### src/rtl/kehr_pkg.sv
`timescale 1ns / 1ps
// ----------------------------------------------------------------------------
// kehr_pkg
// shared types and constants of the key event queue and boot report builder
// ----------------------------------------------------------------------------
package kehr_pkg;

   localparam int DefaultQueueDepth = 16;
   localparam int NumSlots          = 6;
   localparam int CountOutWidth     = 5;
   localparam int CmdFifoDepth      = 2;

   localparam logic OP_PUSH = 1'b0;
   localparam logic OP_POP  = 1'b1;

   typedef enum logic [1:0] {
      ST_QUEUED  = 2'd0,
      ST_FULL    = 2'd1,
      ST_EMPTY   = 2'd2,
      ST_APPLIED = 2'd3
   } status_type;

   typedef enum logic {
      FRONT_IDLE = 1'b0,
      FRONT_READ = 1'b1
   } front_state_type;

   // one classified item on its way from the front to the back
   typedef struct packed {
      status_type                 status;
      logic [7:0]                 key_code;
      logic                       key_pressed;
      logic [CountOutWidth-1:0]   queued_count;
   } cmd_type;

   typedef struct packed {
      logic full;
      logic empty;
   } fifo_status_type;

endpackage

### src/rtl/kehr_front.sv
`timescale 1ns / 1ps
// ----------------------------------------------------------------------------
// kehr_front
// accepts items, runs the event ring queue and classifies each item
// ----------------------------------------------------------------------------
module kehr_front
   import kehr_pkg::*;
#(
   parameter int QUEUE_DEPTH = DefaultQueueDepth
) (
   input  logic            clock,
   input  logic            reset,
   input  logic            req_valid,
   output logic            req_ready,
   input  logic            req_op,
   input  logic [7:0]      req_key_code,
   input  logic            req_key_pressed,
   input  fifo_status_type fifo_status,
   output logic            cmd_push,
   output cmd_type         cmd_data
);

   localparam int PtrWidth = (QUEUE_DEPTH > 1) ? $clog2(QUEUE_DEPTH) : 1;
   localparam int CntWidth = $clog2(QUEUE_DEPTH + 1);

   front_state_type      state_ff, state_in;
   logic [PtrWidth-1:0]  rd_ptr_ff, rd_ptr_in;
   logic [PtrWidth-1:0]  wr_ptr_ff, wr_ptr_in;
   logic [CntWidth-1:0]  count_ff, count_in;
   logic [8:0]           event_store_ff [QUEUE_DEPTH];
   logic [8:0]           rd_data_ff;
   logic                 accept;
   logic                 queue_full;
   logic                 queue_empty;
   logic                 do_write;
   logic                 do_read;
   logic [31:0]          count_wide;

   function automatic logic [PtrWidth-1:0] ptr_next(input logic [PtrWidth-1:0] p);
      if (p == PtrWidth'(QUEUE_DEPTH - 1)) begin
         ptr_next = '0;
      end else begin
         ptr_next = p + 1'b1;
      end
   endfunction

   assign req_ready   = (state_ff == FRONT_IDLE) && !fifo_status.full;
   assign accept      = req_valid && req_ready;
   assign queue_full  = (count_ff == CntWidth'(QUEUE_DEPTH));
   assign queue_empty = (count_ff == '0);
   assign do_write    = accept && (req_op == OP_PUSH) && !queue_full;
   assign do_read     = accept && (req_op == OP_POP) && !queue_empty;

   // next state
   always_comb begin
      state_in  = state_ff;
      rd_ptr_in = rd_ptr_ff;
      wr_ptr_in = wr_ptr_ff;
      count_in  = count_ff;
      case (state_ff)
         FRONT_IDLE: begin
            if (do_write) begin
               wr_ptr_in = ptr_next(wr_ptr_ff);
               count_in  = count_ff + 1'b1;
            end
            if (do_read) begin
               rd_ptr_in = ptr_next(rd_ptr_ff);
               count_in  = count_ff - 1'b1;
               state_in  = FRONT_READ;
            end
         end
         FRONT_READ: begin
            state_in = FRONT_IDLE;
         end
         default: begin
            state_in = FRONT_IDLE;
         end
      endcase
   end

   // outputs
   always_comb begin
      count_wide            = 32'(count_in);
      cmd_push              = 1'b0;
      cmd_data.status       = ST_QUEUED;
      cmd_data.key_code     = rd_data_ff[7:0];
      cmd_data.key_pressed  = rd_data_ff[8];
      cmd_data.queued_count = count_wide[CountOutWidth-1:0];
      case (state_ff)
         FRONT_IDLE: begin
            cmd_push = accept && !do_read;
            if (req_op == OP_PUSH) begin
               cmd_data.status = queue_full ? ST_FULL : ST_QUEUED;
            end else begin
               cmd_data.status = ST_EMPTY;
            end
         end
         FRONT_READ: begin
            cmd_push        = 1'b1;
            cmd_data.status = ST_APPLIED;
         end
         default: begin
            cmd_push = 1'b0;
         end
      endcase
   end

   always_ff @(posedge clock) begin
      if (reset) begin
         state_ff  <= FRONT_IDLE;
         rd_ptr_ff <= '0;
         wr_ptr_ff <= '0;
         count_ff  <= '0;
      end else begin
         state_ff  <= state_in;
         rd_ptr_ff <= rd_ptr_in;
         wr_ptr_ff <= wr_ptr_in;
         count_ff  <= count_in;
      end
   end

   always_ff @(posedge clock) begin
      if (do_write) begin
         event_store_ff[wr_ptr_ff] <= {req_key_pressed, req_key_code};
      end
   end

   always_ff @(posedge clock) begin
      if (do_read) begin
         rd_data_ff <= event_store_ff[rd_ptr_ff];
      end
   end

`ifndef SYNTHESIS
   a_count_bound: assert property (@(posedge clock) disable iff (reset)
      count_ff <= CntWidth'(QUEUE_DEPTH))
      else $error("event count beyond queue depth");
   a_read_room: assert property (@(posedge clock) disable iff (reset)
      (state_ff == FRONT_READ) |-> !fifo_status.full)
      else $error("no command slot for a popped event");
   a_pop_reads: assert property (@(posedge clock) disable iff (reset)
      do_read |=> (state_ff == FRONT_READ) && cmd_push)
      else $error("pop did not issue its command after the read");
   a_ptr_track: assert property (@(posedge clock) disable iff (reset)
      (count_ff == '0) || (count_ff == CntWidth'(QUEUE_DEPTH)) ||
      (rd_ptr_ff != wr_ptr_ff))
      else $error("pointers meet while queue is partly filled");
`endif

endmodule

### src/rtl/kehr_cmd_fifo.sv
`timescale 1ns / 1ps
// ----------------------------------------------------------------------------
// kehr_cmd_fifo
// short command queue between the front and the back
// ----------------------------------------------------------------------------
module kehr_cmd_fifo
   import kehr_pkg::*;
(
   input  logic            clock,
   input  logic            reset,
   input  logic            push,
   input  cmd_type         push_data,
   input  logic            pop,
   output cmd_type         head_data,
   output fifo_status_type status
);

   localparam int PtrWidth = $clog2(CmdFifoDepth);
   localparam int CntWidth = $clog2(CmdFifoDepth + 1);

   cmd_type             entry_ff [CmdFifoDepth];
   logic [PtrWidth-1:0] wr_ptr_ff, wr_ptr_in;
   logic [PtrWidth-1:0] rd_ptr_ff, rd_ptr_in;
   logic [CntWidth-1:0] count_ff, count_in;

   assign status.full  = (count_ff == CntWidth'(CmdFifoDepth));
   assign status.empty = (count_ff == '0);
   assign head_data    = entry_ff[rd_ptr_ff];

   always_comb begin
      wr_ptr_in = push ? PtrWidth'(wr_ptr_ff + 1'b1) : wr_ptr_ff;
      rd_ptr_in = pop  ? PtrWidth'(rd_ptr_ff + 1'b1) : rd_ptr_ff;
      count_in  = count_ff;
      if (push && !pop) begin
         count_in = count_ff + 1'b1;
      end else if (pop && !push) begin
         count_in = count_ff - 1'b1;
      end
   end

   always_ff @(posedge clock) begin
      if (reset) begin
         wr_ptr_ff <= '0;
         rd_ptr_ff <= '0;
         count_ff  <= '0;
      end else begin
         wr_ptr_ff <= wr_ptr_in;
         rd_ptr_ff <= rd_ptr_in;
         count_ff  <= count_in;
      end
   end

   always_ff @(posedge clock) begin
      if (push) begin
         entry_ff[wr_ptr_ff] <= push_data;
      end
   end

`ifndef SYNTHESIS
   a_no_overflow: assert property (@(posedge clock) disable iff (reset)
      !(push && status.full))
      else $error("push into full command queue");
   a_no_underflow: assert property (@(posedge clock) disable iff (reset)
      !(pop && status.empty))
      else $error("pop from empty command queue");
   a_count_step: assert property (@(posedge clock) disable iff (reset)
      (push && !pop) |=> (count_ff == $past(count_ff) + 1'b1))
      else $error("command count did not follow a push");
`endif

endmodule

### src/rtl/kehr_back.sv
`timescale 1ns / 1ps
// ----------------------------------------------------------------------------
// kehr_back
// applies popped events to the boot report and holds the result register
// ----------------------------------------------------------------------------
module kehr_back
   import kehr_pkg::*;
(
   input  logic                     clock,
   input  logic                     reset,
   input  fifo_status_type          fifo_status,
   input  cmd_type                  head_data,
   output logic                     cmd_pop,
   output logic                     rsp_valid,
   input  logic                     rsp_ready,
   output logic [1:0]               rsp_status,
   output logic [7:0]               rsp_modifier_bits,
   output logic [7:0]               rsp_slot_a,
   output logic [7:0]               rsp_slot_b,
   output logic [7:0]               rsp_slot_c,
   output logic [7:0]               rsp_slot_d,
   output logic [7:0]               rsp_slot_e,
   output logic [7:0]               rsp_slot_f,
   output logic [CountOutWidth-1:0] rsp_queued_count
);

   logic                     rsp_valid_ff, rsp_valid_in;
   status_type               status_ff;
   logic [CountOutWidth-1:0] count_ff;
   logic [7:0]               modifier_ff, modifier_in;
   logic [7:0]               slot_ff [NumSlots];
   logic [7:0]               slot_in [NumSlots];
   logic [7:0]               match_code;
   logic                     found;
   logic [7:0]               mod_mask;

   assign cmd_pop = !fifo_status.empty && (!rsp_valid_ff || rsp_ready);

   always_comb begin
      rsp_valid_in = rsp_valid_ff;
      if (cmd_pop) begin
         rsp_valid_in = 1'b1;
      end else if (rsp_ready) begin
         rsp_valid_in = 1'b0;
      end
   end

   // report update for an applied event
   always_comb begin
      modifier_in = modifier_ff;
      for (int i = 0; i < NumSlots; i++) begin
         slot_in[i] = slot_ff[i];
      end
      match_code = head_data.key_pressed ? 8'h00 : head_data.key_code;
      found      = 1'b0;
      mod_mask   = 8'(1 << head_data.key_code[2:0]);
      if (cmd_pop && (head_data.status == ST_APPLIED)) begin
         if (head_data.key_code inside {[8'h04:8'hA4]}) begin
            // first empty slot on press, first matching slot on release
            for (int i = 0; i < NumSlots; i++) begin
               if (!found && (slot_ff[i] == match_code)) begin
                  slot_in[i] = head_data.key_pressed ? head_data.key_code : 8'h00;
                  found      = 1'b1;
               end
            end
         end else if (head_data.key_code inside {[8'hE0:8'hE7]}) begin
            modifier_in = head_data.key_pressed ? (modifier_ff | mod_mask)
                                                : (modifier_ff & ~mod_mask);
         end
      end
   end

   always_ff @(posedge clock) begin
      if (reset) begin
         rsp_valid_ff <= 1'b0;
         modifier_ff  <= '0;
         for (int i = 0; i < NumSlots; i++) begin
            slot_ff[i] <= '0;
         end
      end else begin
         rsp_valid_ff <= rsp_valid_in;
         modifier_ff  <= modifier_in;
         for (int i = 0; i < NumSlots; i++) begin
            slot_ff[i] <= slot_in[i];
         end
      end
   end

   always_ff @(posedge clock) begin
      if (cmd_pop) begin
         status_ff <= head_data.status;
         count_ff  <= head_data.queued_count;
      end
   end

   assign rsp_valid         = rsp_valid_ff;
   assign rsp_status        = status_ff;
   assign rsp_queued_count  = count_ff;
   assign rsp_modifier_bits = modifier_ff;
   assign rsp_slot_a        = slot_ff[0];
   assign rsp_slot_b        = slot_ff[1];
   assign rsp_slot_c        = slot_ff[2];
   assign rsp_slot_d        = slot_ff[3];
   assign rsp_slot_e        = slot_ff[4];
   assign rsp_slot_f        = slot_ff[5];

`ifndef SYNTHESIS
   a_report_hold: assert property (@(posedge clock) disable iff (reset)
      !cmd_pop |=> (modifier_ff == $past(modifier_ff)))
      else $error("modifier byte changed without an event");
   a_pop_loads: assert property (@(posedge clock) disable iff (reset)
      cmd_pop |=> rsp_valid_ff)
      else $error("command taken without a result");
   a_only_applied: assert property (@(posedge clock) disable iff (reset)
      (cmd_pop && (head_data.status != ST_APPLIED)) |=>
      (modifier_ff == $past(modifier_ff)) && (slot_ff[0] == $past(slot_ff[0])))
      else $error("report changed on an item that applies nothing");
`endif

endmodule

### src/rtl/key_event_queue_to_hid_report_top.sv
`timescale 1ns / 1ps
// ----------------------------------------------------------------------------
// key_event_queue_to_hid_report_top
// ring queue of key events feeding a six-key boot keyboard report
// ----------------------------------------------------------------------------
//
// channel   direction  handshake              payload
// req       in         req_valid / req_ready  op, key_code, key_pressed
// rsp       out        rsp_valid / rsp_ready  status, modifier, six slots, count
//
// pushes and empty pops reach the command queue in the cycle they are accepted;
// a stored event first passes the registered memory read and the FRONT_READ state
// the back applies one command a cycle unless rsp stalls; its result is registered
// synchronous reset clears pointers, queue counts, report and all valid flags;
// event memory, result status and count are not reset; meaningless until written
// a stalled rsp side fills the two-entry command queue, then req_ready drops
// ----------------------------------------------------------------------------
module key_event_queue_to_hid_report_top
   import kehr_pkg::*;
#(
   parameter int QUEUE_DEPTH = DefaultQueueDepth
) (
   input  logic                     clock,
   input  logic                     reset,
   input  logic                     req_valid,
   output logic                     req_ready,
   input  logic                     req_op,
   input  logic [7:0]               req_key_code,
   input  logic                     req_key_pressed,
   output logic                     rsp_valid,
   input  logic                     rsp_ready,
   output logic [1:0]               rsp_status,
   output logic [7:0]               rsp_modifier_bits,
   output logic [7:0]               rsp_slot_a,
   output logic [7:0]               rsp_slot_b,
   output logic [7:0]               rsp_slot_c,
   output logic [7:0]               rsp_slot_d,
   output logic [7:0]               rsp_slot_e,
   output logic [7:0]               rsp_slot_f,
   output logic [CountOutWidth-1:0] rsp_queued_count
);

   // front to queue
   logic            cmd_push;
   cmd_type         cmd_in;
   // queue to back
   logic            cmd_pop;
   cmd_type         cmd_head;
   fifo_status_type fifo_status;

   // event ring queue and item classification
   kehr_front #(
      .QUEUE_DEPTH (QUEUE_DEPTH)
   ) u_front (
      .clock           (clock),
      .reset           (reset),
      .req_valid       (req_valid),
      .req_ready       (req_ready),
      .req_op          (req_op),
      .req_key_code    (req_key_code),
      .req_key_pressed (req_key_pressed),
      .fifo_status     (fifo_status),
      .cmd_push        (cmd_push),
      .cmd_data        (cmd_in)
   );

   // decouples front from back
   kehr_cmd_fifo u_cmd_fifo (
      .clock     (clock),
      .reset     (reset),
      .push      (cmd_push),
      .push_data (cmd_in),
      .pop       (cmd_pop),
      .head_data (cmd_head),
      .status    (fifo_status)
   );

   // report update and result register
   kehr_back u_back (
      .clock             (clock),
      .reset             (reset),
      .fifo_status       (fifo_status),
      .head_data         (cmd_head),
      .cmd_pop           (cmd_pop),
      .rsp_valid         (rsp_valid),
      .rsp_ready         (rsp_ready),
      .rsp_status        (rsp_status),
      .rsp_modifier_bits (rsp_modifier_bits),
      .rsp_slot_a        (rsp_slot_a),
      .rsp_slot_b        (rsp_slot_b),
      .rsp_slot_c        (rsp_slot_c),
      .rsp_slot_d        (rsp_slot_d),
      .rsp_slot_e        (rsp_slot_e),
      .rsp_slot_f        (rsp_slot_f),
      .rsp_queued_count  (rsp_queued_count)
   );

endmodule
### config.mk
export PLATFORM = sky130hd
export DESIGN_NAME = key_event_queue_to_hid_report_top
export DESIGN_NICKNAME = d
export VERILOG_FILES = /design/src/rtl/kehr_pkg.sv /design/src/rtl/kehr_front.sv /design/src/rtl/kehr_cmd_fifo.sv /design/src/rtl/kehr_back.sv /design/src/rtl/key_event_queue_to_hid_report_top.sv
export SDC_FILE = /design/constraint.sdc
export NUM_CORES = 1
export LEC_CHECK = 0
export BUFFER_PORTS_ARGS = -buffer_cell sky130_fd_sc_hd__buf_2
export CAP_MARGIN = 20
export CORE_MARGIN = 2
export CORE_UTILIZATION = 45
export DETAILED_ROUTE_END_ITERATION = 10
export PLACE_DENSITY = 0.73
export SLEW_MARGIN = 20
export SYNTH_ARGS = -nofsm -noshare
export SYNTH_HDL_FRONTEND = slang
export SYNTH_SLANG_ARGS = --single-unit
export TNS_END_PERCENT = 5
### constraint.sdc
create_clock -name clock -period 2.9 [get_ports clock]
set_clock_uncertainty 0.05 [all_clocks]
set_input_delay 0.145 -clock clock [delete_from_list [all_inputs] [get_ports clock]]
set_output_delay 0.145 -clock clock [all_outputs]
set_load 0.01 [all_outputs]
### After elaboration in Yosys (flattened, before gate mapping)

Memory sizes are Yosys's and may differ from the RTL's. A register that Yosys moved wholly into a read port is not among the register bits.
Cells that the tools add are included.

* magnitude comparators: 4
* bitwise operators: 12
* reductions and logical operators: 39
* shifts and indexed selects: 1
* add/sub/neg operators: 8
* equal/unequal tests: 11
* muxes and demuxes: 56

Operator list (count)
* 8-bit two-way mux: 15
* 48-bit two-way mux: 2
* 8-bit equality test: 6
* 1-bit two-way mux: 28
* 1-bit logical AND: 18
* 8-bit less-or-equal comparator (second input constant): 2
* 5-bit two-way mux: 3
* 1-bit logical NOT: 13
* 4-bit by 1-bit adder with 4-bit output (second input constant): 2
* 8-bit bitwise AND: 1
* 4-bit equality test (second input constant): 2
* 8-bit by 3-bit >= comparator with 1-bit output (second input constant): 1
* 8-bit >= comparator (second input constant): 1
* 4-bit two-way mux: 2
* 8-bit NOT: 1
* 8-bit OR: 1
* 1-bit by 3-bit << shifter with 8-bit output (first input constant): 1
* 2-bit two-way mux: 3
* 1-bit OR: 6
* 5-bit by 1-bit adder with 5-bit output (second input constant): 1
* 5-bit equality test (second input constant): 1
* 5-bit logical NOT: 1
* 5-bit by 1-bit subtractor with 5-bit output (second input constant): 1
* 2-bit equality test (second input constant): 2
* other kinds (11): 17

* register bits after elaboration: 34
* memories: 3
* word-level logic and storage cells: 145
* RAM bits: 224

Memory list
* u_front.event_store_ff: depth 16, bits a word 9, read ports 1, clocked after memory_dff 1, write ports 1, line kehr_front.sv:30 `logic [8:0] event_store_ff [QUEUE_DEPTH];`
* u_back.slot_ff: depth 6, bits a word 8, read ports 6, clocked after memory_dff 0, write ports 6, line kehr_back.sv:31 `logic [7:0] slot_ff [NumSlots];`
* u_cmd_fifo.entry_ff: depth 2, bits a word 16, read ports 1, clocked after memory_dff 1, write ports 1, line kehr_cmd_fifo.sv:21 `cmd_type entry_ff [CmdFifoDepth];`

### Depth between registers and ports, before layout

Gate-level depths: netlist of the first run.

* word-level depth: 31
* mapped depth: 13

### By module

A second synthesis of the first run with hierarchy kept.

* cell total of the unflattened synthesis: 809
* area, all modules: 11671.2 sq um

By module, submodules not included
* kehr_front: instances 1, area each 6617.6 sq um, sequential area each 4874.7 sq um, cells each 359
* kehr_back: instances 1, area each 3692.3 sq um, sequential area each 1351.3 sq um, cells each 378
* kehr_cmd_fifo: instances 1, area each 1361.3 sq um, sequential area each 1061.0 sq um, cells each 72

### Least setup slack after synthesis of the first run

Ideal clock, no wire load.

* path type: reg2reg
* start: reg u_cmd_fifo.count_ff[0]
* end: mem u_front.event_store_ff[3][0] (enable)
* required time: 2.463 ns
* path buffers: 1
* setup slack: 0.128 ns
* arrival: 2.335 ns
* stages on the path, launching flop included: 8
* cell sequence: dfxtp_1 inv_1 a21oi_1 nand2_1 nor3b_1 clkbuf_1 nand2_1 nor3_1

* word-level cells in the longest chain between the ends: 8

RTL lines
* start, declared: line kehr_cmd_fifo.sv:24 `logic [CntWidth-1:0] count_ff, count_in;`
* start signal, assigned: line kehr_cmd_fifo.sv:49 `count_ff <= count_in;`
* 2-bit equality test: line kehr_cmd_fifo.sv:26 `assign status.full = (count_ff == CntWidth'(CmdFifoDepth));`
* 1-bit logical NOT: line kehr_front.sv:47 `assign req_ready = (state_ff == FRONT_IDLE) && !fifo_status.full;`
* 1-bit logical AND: line kehr_front.sv:47
* via req_ready: line key_event_queue_to_hid_report_top.sv:26 `output logic req_ready,`
* 1-bit logical AND: line kehr_front.sv:48 `assign accept = req_valid && req_ready;`
* 1-bit logical AND (2 in a row): line kehr_front.sv:51 `assign do_write = accept && (req_op == OP_PUSH) && !queue_full;`
* 1-bit two-way mux: line kehr_front.sv:123 `if (do_write) begin`
* 1-bit two-way mux (not written as such): line kehr_front.sv:124 `event_store_ff[wr_ptr_ff] <= {req_key_pressed, req_key_code};`
* end, declared: line kehr_front.sv:30

The timed path passes the listed nets, and every way through them passes these cells.

==> results.md, run 1 <==
* Status: completed
* # DRC at 0
* Post-synthesis mux area share at 14.2%
* Initial antenna violation count at 0
* Clock latency on the worst-skew pair at 550 ps
* Met1 usage at roughly a quarter
* Met2 usage at approximately 34%
* Synth top cells by count: edfxtp_1, nor2_1, dfxtp_1
* Port Buffers at 78
* Count of mapped cells out of synthesis at 931
* Via count at between 8000 and 9000
* Post-DRT Antenna Nets at 0
* Top cells by area, synth: edfxtp_1, dfxtp_1, mux4_2
* Register area share after synthesis at 58.7%
* Gr busiest metal: met2
* Final cell count without fillers at roughly 1400
* Crit path kind: reg2reg
* DRT iter0 DRCs at approximately 690
* Worst EP arrival at 3160 ps
* Syn nets at roughly 950
* Final setup fails at 0
* Wire per inst at 20.6 um
* Syn. warnings at 0
* Post-Synth Adder-Cell Area at less than 1%
* Hold Crit Endpoint: u_back.slot_ff[0][27]
* Initial DRT Pass Iterations at 7
* CTS tree: done
* Reg2reg start: u_cmd_fifo.entry_ff[1][5]
* Worst Hold Slack at 171 ps
* HPWL after detailed placement at ~20 mm
* RR Endpoint: u_back.slot_ff[0][31]
* Simple-Gate Fraction of Synth Area at about an eighth
* Core ar. at roughly 27000 um2
* Fin nets at approximately 1100
* Area leader, netlist: edfxtp_1
* I/O pin total at around 80
* Fraction of the cycle the final worst path needs at a little over nine tenths
* Width of the die at 170 um
* Synthesized area per cell at 13.3 um2
* Register-to-register setup slack at roughly 95 ps
* Fmax at 0.357 GHz
* Rel. slew slack at 38.9%
* Root Buffer: clkbuf_16
* Worst Setup End Kind: register
* Synth Area in XOR/XNOR at between 3 and 4%
* WL final at between 20 and 30 mm
* Vias per std cell at between 5 and 6
* Main combinational cell family by area after synthesis: multiplexers
* CTS sink count at between 200 and 300
* Setup TNS at 0 ps
* Standard-cell rows at 60
* Starting Density at between 40% and 50%
* Total power at roughly 12 mW
* Routing usage on met3 at 3.16%
* Placed insts at about 1400
* Slew Viols, Final at 0
* Vias in the first global route at between 7000 and 8000
* Number of synthesized register bits at ~270
* Reg area at between 7000 and 8000 um2
* Measured slew at the worst slew-check pin at about 920 ps
* Launching element type of the critical path: register
* Crit path required time at between 3000 and 4000 ps
* Cell Area, Synth at 12400 um2
* Congestion Overflow GR at 0
* DP Area at between 10000 and 15000 um2
* Max Cap Viol at 0
* P&R area growth vs syn at 18.5%
* Die Height at about 170 um
* Placement Setup Slack at -31.6 ps
* EDFF count, synth at about 190
* Layout cells sized above 1 at between 20% and 30%
* Ys flop type: edfxtp_1
* Post-route cell area at between 10000 and 15000 um2
* Tot GR Track Use at 20.2%
* Cell variety after synth at 71
* Post-synth ARST share at 0%
* H-tree Lvls at 1
* P per Cell Area at 786 nW/um2
* ANT cells at 0
* Cts bufs inserted at 28
* Global-route wire length before repair at 45.0 mm
* Compound-cell area share of the yosys netlist at around 7.5%
* Min-delay src: reset
* Global placement routability congestion at between 0.8 and 0.9
* Die ar. at between 20000 and 30000 um2
* Worst setup margin at roughly 95 ps
* Filler cells at approximately 2200
* Fin util at 54.4%
* VDD IR max at around 0.46 mV
* Worst Hold Class: in2reg
* Worst-path maximum fanout at 8
* Top cell type's share of synthesized area at ~46%
* CTS Buffer Depth at 3
* Min-Delay Path Depth at 2
* Multi-input logic area at 4840 um2
* Final critical-path required period at 2800 ps
* Largest net degree at the start of global routing at 56
* Clk pin slew, worst setup/hold paths at around 60 ps
* Hold Vio Cnt, Final at 0
* Count leader, synth: edfxtp_1
* P_leak at approximately 5.1 nW
* Worst Reg2Reg Path Length in Cells at 8
-- kinds of logic (layout without fill, tap and decap cells) --
| family | after synthesis | after routing |
|---|---|---|
| multiplexers | 115 | 115 |
| AND/OR/NAND/NOR | 273 | 273 |
| adder cells (fa/ha/maj) | 9 | 9 |
| buffers and inverters | 76 | 229 |
| AO/OA/AOI/OAI | 137 | 137 |
| XOR/XNOR | 53 | 53 |
| flip-flops | 268 | 268 |
-- worst max-delay path, stage by stage, from the launching register on --
cell and delay (ps):
edfxtp_1 590, and3b_1 250, or2_2 350, xor2_1 160, or4_4 520, nor4b_4 270
buf_6 190, mux2i_1 210, nor2_1 60
-- sequential cells by signal, summed over array words and instances (netlist names), 2 cells and up, named ones only --
register and cells:
u_front.rd_ptr_ff 4, u_back.slot_ff 48, u_front.event_store_ff 144, u_back.rsp_status 2, u_front.wr_ptr_ff 4, u_front.count_ff 5, u_cmd_fifo.entry_ff 32, u_cmd_fifo.count_ff 2
u_front.rd_data_ff 9, u_back.rsp_queued_count 5
-- report_power, final --
part,internal [mW],switching [mW]
clock,2.13,1.50
sequential,4.52,0.249
combinational,1.38,1.78
-- routing by layer --
layer / up-vias / part of all wire [%]
li1: 3794 / -
met1: 4068 / 42
met2: 265 / 50
met3: 78 / 5.2
met4: 0 / 3.7
met5: - / 0
-- final cells by class --
| type | count | share of cell area, % |
|---|---|---|
| tap | 341 | 2.90 |
| multi-input combinational | 587 | 32.9 |
| inverter | 11 | 0.281 |
| sequential | 268 | 49.6 |
| clock inverter | 22 | 1.63 |
| clock buffer | 29 | 4.79 |
| timing repair buffer | 167 | 7.90 |
-- placed cells by master (no fill, tap or decap), types with 5 or more instances in the layout --
master	n
a211oi_1	5
a21oi_1	28
a311oi_1	6
a31oi_1	25
buf_12	5
buf_2	78
buf_4	69
clkbuf_16	28
clkinv_1	7
clkinv_2	5
dfxtp_1	74
dlygate4sd3_1	12
edfxtp_1	192
ha_1	9
inv_1	11
mux2_2	12
mux2i_1	53
mux4_2	45
nand2_1	34
nand2b_1	36
nand3_1	5
nand4_1	5
nor2_1	108
nor2b_1	7
nor3_1	11
nor4bb_1	21
o21ai_0	26
o21bai_1	5
o32ai_1	8
or2_2	5
or3_1	8
xnor2_1	32
xor2_1	21
-- worst max path at each step --
stage | start | to | slack (ps) | depth (start not counted)
2_1_floorplan | u_cmd_fifo.count_ff[0] | u_front.event_store_ff[3][0] | 130 | 7
3_3_place_gp | register | u_back.slot_ff[0][6] | 50 | 9
3_5_place_dp | register | u_back.slot_ff[0][27] | -30 | 9
4_1_cts | u_cmd_fifo.entry_ff[1][5] | u_back.slot_ff[0][31] | 20 | 9
5_1_grt | u_cmd_fifo.entry_ff[1][5] | u_back.slot_ff[0][33] | -4 | 10
6_report | u_cmd_fifo.entry_ff[1][5] | u_back.slot_ff[0][31] | 100 | 8
-- repair_timing --
action	CTS	global route
setup endpoints to repair	10	29
resized for setup	2	14
setup buffers	0	7
hold buffers	12	0
hold endpoints to repair	151	0
pin swaps	0	1
Power figures use the tool's default switching activity.
==> run 2, diff against run 1 <==
--- a/config.mk
+++ b/config.mk
@@ -10,7 +10,7 @@
 export CORE_MARGIN = 2
 export CORE_UTILIZATION = 45
 export DETAILED_ROUTE_END_ITERATION = 10
-export PLACE_DENSITY = 0.73
+export PLACE_DENSITY = 0.69
 export SLEW_MARGIN = 20
 export SYNTH_ARGS = -nofsm -noshare
 export SYNTH_HDL_FRONTEND = slang
==> run 2 against run 1 <==
  * Cell count unchanged
  * Critical path depth up 2
  * Global-route usage rose by 0.32 points
  * Non-clock buffer count decreased by 1
  * First-iteration DRC count up 22%
  * Setup slack worse by 3.0 ps
  * Final area barely moved
  * Core utilization is essentially flat
  * Largest cell class unchanged
  * Largest power group unchanged
==> results.md, run 2 (synthesis results as in run 1) <==
* Vias per std cell at between 5 and 6
* Vias in the first global route at 7771
* Max reg flops at 144
* Clock latency on the worst-skew pair at ~540 ps
* Port Buffers at 78
* Starting Density at 45.9%
* CTS Buffer Depth at 3
* ANT cells at 0
* Reg area at 7290 um2
* Layout cells sized above 1 at a little over a quarter
* Launching element type of the critical path: register
* Cts bufs inserted at 28
* Initial DRT Pass Iterations at 5
* WL final at 29.5 mm
* Fin nets at roughly 1100
* Die ar. at between 20000 and 30000 um2
* DRT iter0 DRCs at roughly 840
* CTS sink count at 268
* Hold Vio Cnt, Final at 0
* Fin util at 54.4%
* Worst Hold Class: in2reg
* Crit path kind: reg2reg
* Largest net degree at the start of global routing at 48
* I/O pin total at between 70 and 80
* P_leak at between 5 and 6 nW
* Final setup fails at 0
* Congestion Overflow GR at 0
* Initial antenna violation count at 0
* Largest reg by FF count: u_front.event_store_ff
* # DRC at 0
* Hold Crit Endpoint: u_back.slot_ff[0][27]
* HPWL after detailed placement at between 20 and 25 mm
* Wire per inst at 20.7 um
* Commonest non-fill, non-tap cell in the layout: edfxtp_1
* Worst-path maximum fanout at 9
* Root Buffer: clkbuf_16
* Width of the die at around 170 um
* Post-route cell area at ~15000 um2
* Fraction of the cycle the final worst path needs at about 97%
* Worst setup margin at 92.4 ps
* Min-Delay Path Depth at 2
* Placement Setup Slack at roughly 3.4 ps
* Worst EP arrival at 3220 ps
* Commonest cells after routing, fill and taps aside: edfxtp_1, nor2_1, buf_2
* Global placement routability congestion at 0.921
* Final critical-path required period at between 2000 and 3000 ps
* Core ar. at 27000 um2
* Reg2reg start: u_cmd_fifo.entry_ff[1][5]
* Tot GR Track Use at around a fifth
* Via count at ~8100
* Global-route wire length before repair at roughly 46 mm
* VDD IR max at 0.547 mV
* Fmax at 0.356 GHz
* Met1 usage at 26.9%
* Met2 usage at roughly 36%
* Min-delay src: reset
* Worst Setup End Kind: register
* Total power at around 12 mW
* Biggest regs: u_front.event_store_ff x144, u_back.slot_ff x48, u_cmd_fifo.entry_ff x32
* Slew Viols, Final at 0
* Worst Reg2Reg Path Length in Cells at 10
* Filler cells at 2172
* Crit path required time at 3320 ps
* Measured slew at the worst slew-check pin at ~750 ps
* H-tree Lvls at 1
* Unrepaired setup endpoints after global routing: true
* Gr busiest metal: met2
* Die Height at around 170 um
* P&R area growth vs syn at 18.5%
* RR Endpoint: u_back.slot_ff[0][34]
* Setup bufs post-CTS at 0
* Standard-cell rows at 60
* Rel. slew slack at about 50%
* Multi-input logic area at ~4800 um2
* Routing usage on met3 at 2.47%
* Clk pin slew, worst setup/hold paths at around 60 ps
* CTS tree: done
* Post-DRT Antenna Nets at 0
* P per Cell Area at approximately 800 nW/um2
* DP Area at ~14000 um2
* Setup TNS at 0 ps
* Status: completed
* Max Cap Viol at 0
* Register-to-register setup slack at roughly 90 ps
==> run 2: metal layers <==
| metal | vias to the layer above | routed length (um) |
|---|---|---|
| li1 | 3810 | - |
| met1 | 3971 | 12400 |
| met2 | 255 | 14900 |
| met3 | 57 | 1360 |
| met4 | 0 | 856 |
| met5 | - | 0 |
==> run 2: worst max-delay path, stage by stage (launching register included) <==
cell and delay (ps):
edfxtp_1 550, buf_4 240, nor2b_1 230, a22oi_1 170
xor2_1 170, nand3_1 90, or4_1 540, nand4b_2 170
nand2b_1 170, buf_12 150, mux2i_1 190
==> run 2: metrics by stage <==
step                hold WS (ps)  instances
finish                      24.2       1425
detailed placement           387       1362
global placement             376       1362
global route                36.3       1425
CTS                         11.5       1425
floorplan                    194        931
==> run 2: power breakdown <==
part,switching (mW),total [mW],internal [mW]
Clock,1.47,3.93,2.45
Combinational,1.72,3.07,1.35
Sequential,0.287,4.81,4.52
Total,3.48,11.8,8.33
==> run 2: what timing repair did <==
action                     in CTS  in global routing
hold buffers                   11                  0
resized for setup               1                  8
hold endpoints to repair      149                  0
setup endpoints to repair       3                 31
==> run 2: area by class of cell <==
type                    count  area share [%]
flip-flops and latches    268            49.6
inverters                  11           0.281
clock buffers              34            5.05
clock inverters            18            1.93
multi-input cells         587            32.6
repair buffers            166            7.64
well taps                 341            2.90
==> run 2: how the worst max path moves through the flow <==
stage / startpoint / endpoint / slack (ps)
2_1_floorplan: u_cmd_fifo.count_ff[0] / u_front.event_store_ff[3][0] / 130
3_3_place_gp: register / u_back.slot_ff[0][0] / 50
3_5_place_dp: register / u_back.slot_ff[0][6] / 3
4_1_cts: u_cmd_fifo.entry_ff[0][5] / u_back.slot_ff[0][40] / 80
5_1_grt: u_cmd_fifo.entry_ff[1][5] / u_back.slot_ff[0][34] / -40
6_report: u_cmd_fifo.entry_ff[1][5] / u_back.slot_ff[0][34] / 90
==> run 3, diff against run 2 <==
--- a/config.mk
+++ b/config.mk
@@ -5,13 +5,14 @@
 export SDC_FILE = /design/constraint.sdc
 export NUM_CORES = 1
 export LEC_CHECK = 0
-export BUFFER_PORTS_ARGS = -buffer_cell sky130_fd_sc_hd__buf_2
 export CAP_MARGIN = 20
+export CORE_ASPECT_RATIO = 0.8
 export CORE_MARGIN = 2
 export CORE_UTILIZATION = 45
 export DETAILED_ROUTE_END_ITERATION = 10
-export PLACE_DENSITY = 0.69
-export SLEW_MARGIN = 20
+export DONT_BUFFER_PORTS = 1
+export PLACE_DENSITY = 0.67
+export SLEW_MARGIN = 0
 export SYNTH_ARGS = -nofsm -noshare
 export SYNTH_HDL_FRONTEND = slang
 export SYNTH_SLANG_ARGS = --single-unit
==> run 3 against run 2 <==
  * Register-to-register slack gained 20 ps
  * Clock power shrank 10%
  * Worst hold slack better by 290 ps
  * Cell count decreased by 3.0%
==> results.md, run 3 (synthesis results as in run 1) <==
* Status: completed
* Global placement routability congestion at between 0.9 and 1
* Worst Reg2Reg Path Length in Cells at 10
* Fraction of the cycle the final worst path needs at 96.2%
* Filler cells at approximately 2200
* Tot GR Track Use at 21.0%
* # DRC at 0
* H-tree Lvls at 1
* Cts bufs inserted at 27
* Register-to-register setup slack at 110 ps
* Clock latency on the worst-skew pair at 560 ps
* ANT cells at 0
* Fin nets at ~1000
* Fin util at 53.0%
* Starting Density at 45.6%
* Fmax at 0.358 GHz
* Min-delay src: rsp_ready
* P per Cell Area at between 700 and 800 nW/um2
* Final setup fails at 0
* Worst Setup End Kind: register
* Worst Hold Class: in2reg
* HPWL after detailed placement at ~20 mm
* Measured slew at the worst slew-check pin at about 750 ps
* Crit path kind: reg2reg
* Worst EP arrival at 3230 ps
* I/O pin total at 79
* Crit path required time at about 3300 ps
* Port Buffers at 0
* Width of the die at ~190 um
* Post-route cell area at around 14000 um2
* Reg2reg start: u_cmd_fifo.entry_ff[1][12]
* Worst Hold Slack at 314 ps
* Wire per inst at roughly 22 um
* Routing usage on met3 at 5.16%
* Hold Vio Cnt, Final at 0
* Max reg flops at ~140
* Commonest cells after routing, fill and taps aside: edfxtp_1, nor2_1, buf_4
* P_leak at 4.80 nW
* VDD IR max at around 0.57 mV
* Total power at between 10 and 15 mW
* Slew Viols, Final at 0
* Die ar. at approximately 29000 um2
* Min-Delay Path Depth at 3
* Met2 usage at 31.4%
* Worst-path maximum fanout at 8
* Rel. slew slack at 49.9%
* Layout cells sized above 1 at between 20% and 30%
* Commonest non-fill, non-tap cell in the layout: edfxtp_1
* CTS tree: done
* Via count at between 8000 and 9000
* Final cell count without fillers at between 1000 and 1500
* Congestion Overflow GR at 0
* Initial antenna violation count at 0
* Vias per std cell at ~5.8
* Die Height at roughly 150 um
* Unrepaired setup endpoints after global routing: true
* P&R area growth vs syn at 16.3%
* Post-DRT Antenna Nets at 0
* Standard-cell rows at between 50 and 60
* Final critical-path required period at approximately 2800 ps
* Largest reg by FF count: u_front.event_store_ff
* Vias in the first global route at 7731
* WL final at 30.6 mm
* Launching element type of the critical path: register
* DRT iter0 DRCs at ~740
* Core ar. at ~27000 um2
* Largest net degree at the start of global routing at 82
* Placed insts at 1305
* DP Area at about 13000 um2
* Global-route wire length before repair at around 47 mm
* Max Cap Viol at 0
* Biggest regs: u_front.event_store_ff x144, u_back.slot_ff x48, u_cmd_fifo.entry_ff x32
* Initial DRT Pass Iterations at 5
* Clk pin slew, worst setup/hold paths at approximately 60 ps
* RR Endpoint: u_back.slot_ff[0][36]
* Gr busiest metal: met2
* Hold Crit Endpoint: u_back.rsp_valid
* Root Buffer: clkbuf_16
* Met1 usage at a little under a third
* CTS sink count at roughly 270
* CTS Buffer Depth at 3
## run 3: cell count changes in the layout (fill, tap and decap cells not counted), moves of 3 or more
| cell | before | now |
|---|---|---|
| buf_2 | 78 | 0 |
| dlygate4sd3_1 | 11 | 14 |
| buf_4 | 72 | 76 |
| bufinv_16 | 7 | 3 |
| clkinv_4 | 1 | 4 |
## run 3: per-stage QoR
stage	setup WS, ps	TNS, ps
6_report	109	0
3_5_place_dp	15.4	0
5_1_grt	-57.4	-221
4_1_cts	36.3	0
2_1_floorplan	128	0
3_3_place_gp	75.1	0
## run 3: critical path, cell delays in order (launching register included)
cell	delay [ps]
edfxtp_1	420
buf_4	170
mux2_2	280
nor4b_1	270
a31oi_1	70
o32a_1	240
or4_4	570
nand4b_2	170
nand2b_4	160
buf_12	140
mux2i_1	180
## run 3: what timing repair did
item	4_1_cts	5_1_grt
gates resized for setup	1	21
pin swaps	0	5
hold buffers	15	0
endpoints found under the setup margin	1	23
cloned	0	0
setup buffers	0	12
hold endpoints to repair	224	0
## run 3: worst max path at each step
| stage | start | to | slack, ps | cells past startpoint |
|---|---|---|---|---|
| floorplan | u_cmd_fifo.count_ff[0] | u_front.event_store_ff[3][0] | 130 | 7 |
| global placement | register | u_back.slot_ff[0][31] | 80 | 9 |
| detailed placement | register | u_back.slot_ff[0][31] | 20 | 9 |
| CTS | u_cmd_fifo.entry_ff[1][12] | u_back.slot_ff[0][31] | 40 | 10 |
| global route | u_cmd_fifo.entry_ff[1][12] | u_back.slot_ff[0][28] | -60 | 10 |
| finish | u_cmd_fifo.entry_ff[1][12] | u_back.slot_ff[0][36] | 110 | 10 |
## run 3: final cells by class
cell class / count / area, um2 / area share (%)
inverters: 11 / 41.3 / 0.286
clock buffers: 29 / 683 / 4.73
flip-flops and latches: 268 / 7290 / 50.5
repair buffers: 102 / 913 / 6.32
clock inverters: 21 / 216 / 1.50
well taps: 364 / 455 / 3.15
multi-input cells: 587 / 4840 / 33.5
## run 3: where the power goes
| group | internal (mW) | switching (mW) |
|---|---|---|
| logic | 1.39 | 1.79 |
| clock network | 2.00 | 1.52 |
| registers | 4.53 | 0.271 |
## run 3: metal layers
layer	up-vias	wire (um)
li1	3673	-
met1	4017	13800
met2	310	13600
met3	42	2660
met4	0	514
met5	-	0
